### config.mk
export PLATFORM = sky130hd
export DESIGN_NAME = touch_tap_hold_dimmer
export DESIGN_NICKNAME = d
export VERILOG_FILES = /design/src/rtl/ttdim_pkg.sv /design/src/rtl/touch_tap_hold_dimmer.sv
export SDC_FILE = /design/constraint.sdc
export NUM_CORES = 1
export LEC_CHECK = 0
export ABC_CLOCK_PERIOD_IN_PS = 16000
export BUFFER_PORTS_ARGS = -buffer_cell sky130_fd_sc_hd__buf_2
export CAP_MARGIN = 20
export CORE_UTILIZATION = 50
export CTS_CLUSTER_SIZE = 8
export DETAILED_ROUTE_END_ITERATION = 8
export GPL_TIMING_DRIVEN = 0
export PLACE_DENSITY = 0.67
export SLEW_MARGIN = 10
export SYNTH_ARGS = -nofsm -noshare
export SYNTH_HDL_FRONTEND = slang
export SYNTH_SLANG_ARGS = --single-unit
### constraint.sdc
create_clock -name clk -period 16 [get_ports clk]
set_input_delay 3.2 -clock clk [delete_from_list [all_inputs] [get_ports clk]]
set_output_delay 3.2 -clock clk [all_outputs]
set_load 0.02 [all_outputs]
### src/rtl/ttdim_pkg.sv
package ttdim_pkg;

  // gesture phases
  typedef enum logic [2:0] {
    PH_IDLE     = 3'd0,
    PH_DEBOUNCE = 3'd1,
    PH_START    = 3'd2,
    PH_TAPHOLD  = 3'd3,
    PH_FADE     = 3'd4
  } phase_t;

  // configuration register indexes
  typedef enum logic [2:0] {
    REG_THRESHOLD   = 3'd0,
    REG_DEBOUNCE    = 3'd1,
    REG_TAP         = 3'd2,
    REG_TAP_TIMEOUT = 3'd3,
    REG_FADE_STEP   = 3'd4,
    REG_MIN_BRIGHT  = 3'd5,
    REG_MAX_BRIGHT  = 3'd6
  } reg_idx_t;

  localparam int unsigned CntW   = 16;
  localparam int unsigned BrW    = 8;
  localparam int unsigned InW    = 16;
  localparam int unsigned OutW   = 16;
  localparam int unsigned CfgAw  = 3;
  localparam int unsigned CfgDw  = 16;

  // reset values of the configuration registers
  localparam logic [CntW-1:0] RstThreshold  = 16'd1000;
  localparam logic [CntW-1:0] RstDebounce   = 16'd10;
  localparam logic [CntW-1:0] RstTap        = 16'd200;
  localparam logic [CntW-1:0] RstTapTimeout = 16'd300;
  localparam logic [CntW-1:0] RstFadeStep   = 16'd10;
  localparam logic [BrW-1:0]  RstMinBright  = 8'd0;
  localparam logic [BrW-1:0]  RstMaxBright  = 8'd100;

  // saturating tick counter
  function automatic logic [CntW-1:0] tick_up(input logic [CntW-1:0] c);
    tick_up = (c == {CntW{1'b1}}) ? c : c + 1'b1;
  endfunction

endpackage

### src/rtl/touch_tap_hold_dimmer.sv
// touch tap / hold dimmer: one touch sample word in, one status word out
// path: accepted word held in the input reg, its result word written to the result reg on the update
// throughput: one word per cycle while out_tready holds, set by the single-pass gesture update between the regs
// reset: rst_n synchronous active low; gesture state, timers, light state cleared,
// config registers return to their defaults, no pending words
module touch_tap_hold_dimmer (
  input  logic                        clk,
  input  logic                        rst_n,
  input  logic                        in_tvalid,
  output logic                        in_tready,
  input  logic [ttdim_pkg::InW-1:0]   in_tdata,   // [15:0] touch_sample
  output logic                        out_tvalid,
  input  logic                        out_tready,
  output logic [ttdim_pkg::OutW-1:0]  out_tdata,  // [0] light_enable, [8:1] brightness,
                                                  // [9] fade_up, [10] fading,
                                                  // [12:11] pending_taps, [15:13] zero
  input  logic                        cfg_we,
  input  logic [ttdim_pkg::CfgAw-1:0] cfg_addr,
  input  logic [ttdim_pkg::CfgDw-1:0] cfg_wdata
);
  import ttdim_pkg::*;

  // configuration
  logic [CntW-1:0] thresh_r, debounce_r, tap_r, tap_to_r, fade_step_r;
  logic [BrW-1:0]  min_br_r, max_br_r;

  // input stage
  logic            in_valid_r;
  logic [InW-1:0]  sample_r;

  // gesture state
  phase_t          phase_r, phase_nxt;
  logic [1:0]      taps_r, taps_nxt;
  logic            armed_r, armed_nxt;
  logic [CntW-1:0] to_cnt_r, to_cnt_nxt;
  logic [CntW-1:0] ph_cnt_r, ph_cnt_nxt;
  logic [CntW-1:0] fd_cnt_r, fd_cnt_nxt;
  logic            hold_off_r, hold_off_nxt;
  logic            en_r, en_nxt;
  logic [BrW-1:0]  br_r, br_nxt;
  logic            dir_r, dir_nxt;

  // result stage
  logic            out_valid_r;
  logic [OutW-1:0] out_data_r, out_data_nxt;

  logic            adv;
  logic            touched, released;
  logic signed [BrW+1:0] step_b;

  assign adv        = in_valid_r && (!out_valid_r || out_tready);
  assign in_tready  = !in_valid_r || adv;
  assign out_tvalid = out_valid_r;
  assign out_tdata  = out_data_r;

  // configuration writes
  always_ff @(posedge clk) begin
    if (!rst_n) begin
      thresh_r    <= RstThreshold;
      debounce_r  <= RstDebounce;
      tap_r       <= RstTap;
      tap_to_r    <= RstTapTimeout;
      fade_step_r <= RstFadeStep;
      min_br_r    <= RstMinBright;
      max_br_r    <= RstMaxBright;
    end else if (cfg_we) begin
      case (reg_idx_t'(cfg_addr))
        REG_THRESHOLD:   thresh_r    <= cfg_wdata;
        REG_DEBOUNCE:    debounce_r  <= cfg_wdata;
        REG_TAP:         tap_r       <= cfg_wdata;
        REG_TAP_TIMEOUT: tap_to_r    <= cfg_wdata;
        REG_FADE_STEP:   fade_step_r <= cfg_wdata;
        REG_MIN_BRIGHT:  min_br_r    <= cfg_wdata[BrW-1:0];
        REG_MAX_BRIGHT:  max_br_r    <= cfg_wdata[BrW-1:0];
        default: ;
      endcase
    end
  end

  // input register
  always_ff @(posedge clk) begin
    if (!rst_n) begin
      in_valid_r <= 1'b0;
    end else if (in_tready) begin
      in_valid_r <= in_tvalid;
    end
  end

  always_ff @(posedge clk) begin
    if (in_tvalid && in_tready) begin
      sample_r <= in_tdata;
    end
  end

  assign touched  = sample_r > thresh_r;
  assign released = sample_r < thresh_r;

  // gesture update for one sample
  always_comb begin
    phase_nxt    = phase_r;
    taps_nxt     = taps_r;
    armed_nxt    = armed_r;
    to_cnt_nxt   = tick_up(to_cnt_r);
    ph_cnt_nxt   = tick_up(ph_cnt_r);
    fd_cnt_nxt   = tick_up(fd_cnt_r);
    hold_off_nxt = hold_off_r;
    en_nxt       = en_r;
    br_nxt       = br_r;
    dir_nxt      = dir_r;
    step_b       = '0;

    // tap timeout, checked on released ticks
    if (released) begin
      if (!armed_r) begin
        if (taps_r != 2'd0) begin
          to_cnt_nxt = '0;
          armed_nxt  = 1'b1;
        end
      end else if (to_cnt_nxt >= tap_to_r) begin
        taps_nxt  = 2'd0;
        armed_nxt = 1'b0;
      end
    end

    case (phase_r)
      PH_IDLE: begin
        if (touched) begin
          ph_cnt_nxt = '0;
          phase_nxt  = PH_DEBOUNCE;
        end
      end
      PH_DEBOUNCE: begin
        if (touched) begin
          if (ph_cnt_nxt >= debounce_r) phase_nxt = PH_START;
        end else begin
          phase_nxt = PH_IDLE;
          taps_nxt  = 2'd0;
        end
      end
      PH_START: begin
        ph_cnt_nxt = '0;
        phase_nxt  = PH_TAPHOLD;
      end
      PH_TAPHOLD: begin
        if (touched) begin
          if (ph_cnt_nxt >= tap_r) phase_nxt = PH_FADE;
        end else begin
          // second tap toggles the light when it is on and lit, or off and dark
          if (taps_nxt != 2'd0) begin
            if (!en_r && br_r == '0) begin
              en_nxt = 1'b1;
              br_nxt = max_br_r;
            end else if (en_r && br_r != '0) begin
              en_nxt = 1'b0;
              br_nxt = '0;
            end
            taps_nxt = 2'd0;
          end else begin
            taps_nxt = 2'd1;
          end
          phase_nxt = PH_IDLE;
        end
      end
      PH_FADE: begin
        if (taps_nxt != 2'd1) begin
          phase_nxt = PH_IDLE;
        end else begin
          if (touched) begin
            // bounce at the limits, then step once per interval
            if (br_r >= max_br_r) dir_nxt = 1'b0;
            if (br_r <= min_br_r) dir_nxt = 1'b1;
            if (!hold_off_r) begin
              if (dir_nxt) begin
                en_nxt = 1'b1;
                step_b = $signed({2'b00, br_r}) + 10'sd1;
              end else begin
                step_b = $signed({2'b00, br_r}) - 10'sd1;
              end
              if (step_b > $signed({2'b00, max_br_r})) step_b = $signed({2'b00, max_br_r});
              if (step_b < $signed({2'b00, min_br_r})) step_b = $signed({2'b00, min_br_r});
              br_nxt       = step_b[BrW-1:0];
              fd_cnt_nxt   = '0;
              hold_off_nxt = 1'b1;
            end
          end else begin
            dir_nxt   = !dir_r;
            phase_nxt = PH_IDLE;
            taps_nxt  = 2'd0;
          end
          if (hold_off_nxt && fd_cnt_nxt >= fade_step_r) hold_off_nxt = 1'b0;
        end
      end
      default: begin
        phase_nxt = PH_IDLE;
      end
    endcase

    out_data_nxt = {3'b000, taps_nxt, (phase_nxt == PH_FADE), dir_nxt, br_nxt, en_nxt};
  end

  // state and result registers
  always_ff @(posedge clk) begin
    if (!rst_n) begin
      phase_r    <= PH_IDLE;
      taps_r     <= 2'd0;
      armed_r    <= 1'b0;
      to_cnt_r   <= '0;
      ph_cnt_r   <= '0;
      fd_cnt_r   <= '0;
      hold_off_r <= 1'b0;
      en_r       <= 1'b0;
      br_r       <= '0;
      dir_r      <= 1'b0;
    end else if (adv) begin
      phase_r    <= phase_nxt;
      taps_r     <= taps_nxt;
      armed_r    <= armed_nxt;
      to_cnt_r   <= to_cnt_nxt;
      ph_cnt_r   <= ph_cnt_nxt;
      fd_cnt_r   <= fd_cnt_nxt;
      hold_off_r <= hold_off_nxt;
      en_r       <= en_nxt;
      br_r       <= br_nxt;
      dir_r      <= dir_nxt;
    end
  end

  always_ff @(posedge clk) begin
    if (!rst_n) begin
      out_valid_r <= 1'b0;
    end else if (adv) begin
      out_valid_r <= 1'b1;
    end else if (out_tready) begin
      out_valid_r <= 1'b0;
    end
  end

  always_ff @(posedge clk) begin
    if (adv) begin
      out_data_r <= out_data_nxt;
    end
  end

  // checks
  a_taps_range: assert property (@(posedge clk) disable iff (!rst_n)
    taps_r != 2'd3) else $error("tap count out of range");

  a_adv_gives_word: assert property (@(posedge clk) disable iff (!rst_n)
    adv |=> out_valid_r) else $error("result word missing after update");

  a_start_to_taphold: assert property (@(posedge clk) disable iff (!rst_n)
    (adv && phase_r == PH_START) |=> phase_r == PH_TAPHOLD)
    else $error("start phase did not move to tap or hold");

  a_state_hold: assert property (@(posedge clk) disable iff (!rst_n)
    !adv |=> ($stable(phase_r) && $stable(br_r) && $stable(taps_r)))
    else $error("gesture state changed without a word");

endmodule
==> impl_metrics.py <==
metrics = {
    "layout": {
        "final_net_count": 1718,
        "diodes": 0,
        "layout_common_cells": "nand2_1 (265), dfxtp_1 (163), ha_1 (117)",
        "drive_gt1_frac": 0.0756,
        "final_common_cell": "nand2_1",
        "flow.area_growth_from_synthesis_pct": 10.6,
    },
    "detailed_routing": {
        "vias": 10700,
        "drt-total-wl_mm": 33.8,
        "routedLengthMet1_mm": 15.6,
        "met2_length_mm": 15.4,
        "via_per_inst": 5.68,
        "route.met3.wl_mm": 1.80,
        "first_pass_iters": 5,
        "detail-route-antenna-nets": 0,
        "drc_errors": 0,
        "drt_iter0_drc": 719,
        "routedWlPerCell_um": 17.8,
        "highest_layer": "met4",
    },
    "flow_run": {
        "maxCapViolCount": 0,
    },
    "setup_path": {
        "max_stage_delay_ps": 550,
        "r2r-start": "br_r[0]",
        "crit_end": "br_r[2]",
        "crit_path_frequent_cell": "ha_1",
        "critPathSlowestCell": "a221oi_1",
        "crit_arrival_ps": 7510,
        "startpoint": "br_r[0]",
        "cp_max_fo": 10,
        "required_ps": 16340,
        "r2r-end": "br_r[2]",
        "crit_type": "reg2reg",
        "worstSetupEndpointType": "register",
        "cp-start-kind": "register",
        "rr_worst_depth": 28,
        "reg2reg_setup_slack_ps": 8830,
    },
    "placement": {
        "pre_cts_slack_ps": 8990,
        "portBuffers": 51,
        "gp_congestion": 0.965,
        "dp_hpwl_mm": 25.4,
    },
    "clock_network": {
        "postCtsSetupBuffers": 0,
        "cts_tree": "done",
        "cts_made_buffers": 17,
        "clkSinkCount": 192,
        "clock_latency_ps": 450,
        "cts-resized-gates": 0,
        "clockBufferDepth": 2,
        "holdBufCountCts": 0,
        "clk_pin_slew_ps": 80,
        "clock-root-buffer": "clkbuf_16",
        "cts.htree.levels": 4,
    },
    "grt": {
        "first_global_vias": 10000,
        "grt_first_pass_wirelength_mm": 54.1,
        "grt.total_usage": 0.286,
        "grt_overflow": 0,
        "grt_max_degree": 23,
        "antenna_found_initial": 0,
    },
    "timing": {
        "fin_crit_ps": 7170,
        "worst_slew_pin_slew_ps": 1060,
        "hold_viol": 0,
        "max_freq_ghz": 0.139,
        "rsz0062_at_grt": "false",
        "skew_ps": 18.6,
        "final.setup.worst_slack_ps": 8830,
        "final-max-slew-violation-count": 0,
        "finalSetupViolations": 0,
        "min_period_over_period": 0.448,
        "relSlewSlack": 0.290,
        "finalSetupTns_ps": 0,
    },
    "synthesis": {
        "yosysSeqAreaShare": 0.342,
        "synthArstFlopShare": 0,
        "syn_area_mm2": 0.0121,
        "synthFlopType": "dfxtp_1",
        "synth_cell_type_count": 74,
        "synth-edff-count": 29,
        "avgSynthCellArea_um2": 8.11,
        "yosysWarnings": 0,
        "ys_ff_latch": 192,
        "synthCells": 1488,
    },
    "hold_path": {
        "hp-class": "reg2reg",
    },
    "floorplan": {
        "io_pins": 58,
        "core_mm2": 0.0235,
        "die_y_um": 157,
        "start_util": 0.513,
        "die_x_um": 157,
        "rows": 56,
        "dieArea_mm2": 0.0248,
    },
    "power_and_ir_drop": {
        "ir_drop_uv": 74.4,
        "p_leak_nw": 5.15,
        "power.density_cell_area_mw_per_mm2": 86.9,
        "finalPower_mw": 1.16,
    },
    "run_status": {
        "status": "completed",
    },
}
==> critical path, delay by kind of cell (launching register included) <==
kind                       cells  cell delay, ps
AOI/OAI and AO/OA             14            3430
adders and majority gates      3            1020
buffers and inverters          4            1120
DFF                            1             450
muxes                          2             450
and+or+nand+nor                5             590
==> metrics by stage <==
stage | cell area (um^2) | cells | utilization | hold slack [ps]
2_1_floorplan | 12100 | 1490 | - | 443
3_3_place_gp | 12700 | 1860 | 0.541 | 450
3_5_place_dp | 12700 | 1861 | 0.541 | 458
4_1_cts | 13400 | 1893 | 0.567 | 469
5_1_grt | 13400 | 1893 | 0.567 | 488
6_report | 13400 | 1893 | 0.567 | 465
==> state kept, by name (all words and copies together) (netlist names), 16 cells and up <==
signal	flops
fade_step_r	16
tap_to_r	16
sample_r	16
fd_cnt_r	16
thresh_r	16
ph_cnt_r	16
tap_r	16
debounce_r	16
to_cnt_r	16
==> power breakdown <==
group	leakage, nW	switching, mW	internal [mW]
clock	0.299	0.220	0.227
combinational	3.25	0.128	0.0747
sequential	1.60	0.00949	0.502
==> worst min path at each step <==
stage | start | endpoint | cells after the start
floorplan | debounce_r[10] | debounce_r[10] | 2
global placement | tap_r[12] | tap_r[12] | 2
detailed placement | debounce_r[8] | debounce_r[8] | 2
CTS | tap_r[14] | tap_r[14] | 2
global route | tap_r[9] | tap_r[9] | 2
finish | tap_r[14] | tap_r[14] | 2
==> cell usage after synthesis, types with 29 or more instances <==
| cell type | n | share of area |
|---|---|---|
| edfxtp_1 | 29 | 0.072 |
| dfxtp_1 | 163 | 0.27 |
| nor3_1 | 29 | 0.012 |
| nand2_1 | 265 | 0.082 |
| inv_1 | 109 | 0.034 |
| nand3_1 | 33 | 0.014 |
| nor2_1 | 69 | 0.021 |
| a21boi_0 | 85 | 0.053 |
| ha_1 | 117 | 0.12 |
| nor2b_1 | 52 | 0.027 |
| a21oi_1 | 77 | 0.032 |
| clkbuf_1 | 61 | 0.019 |
| o21ai_0 | 60 | 0.025 |
==> routing by layer <==
metal  vias up  GRT usage
met5         -          0
met4         0      0.108
met3        60     0.0352
met2       325      0.466
met1      4984      0.384
li1       5380          -
==> kinds of logic (layout without fill, tap and decap cells) <==
group / after synthesis / in the layout / synth area share
xor+xnor: 36 / 36 / 0.0261
mux: 13 / 13 / 0.0126
buf+inv: 177 / 261 / 0.0568
other cells: 1 / 3 / 0.000311
fa+ha+maj: 117 / 117 / 0.121
flops: 192 / 192 / 0.342
compound gates: 391 / 391 / 0.218
simple gates: 561 / 561 / 0.222
==> area by class of cell <==
type | instances | area [um^2]
fill | 2247 | 10200
clock buffer | 17 | 425
clock inverter | 15 | 190
tap | 319 | 399
inverter | 110 | 413
buffer | 67 | 273
multi-input combinational | 1121 | 7260
sequential | 192 | 4130
timing repair buffer | 52 | 260
Note: power is estimated with default switching activity, not from simulation.
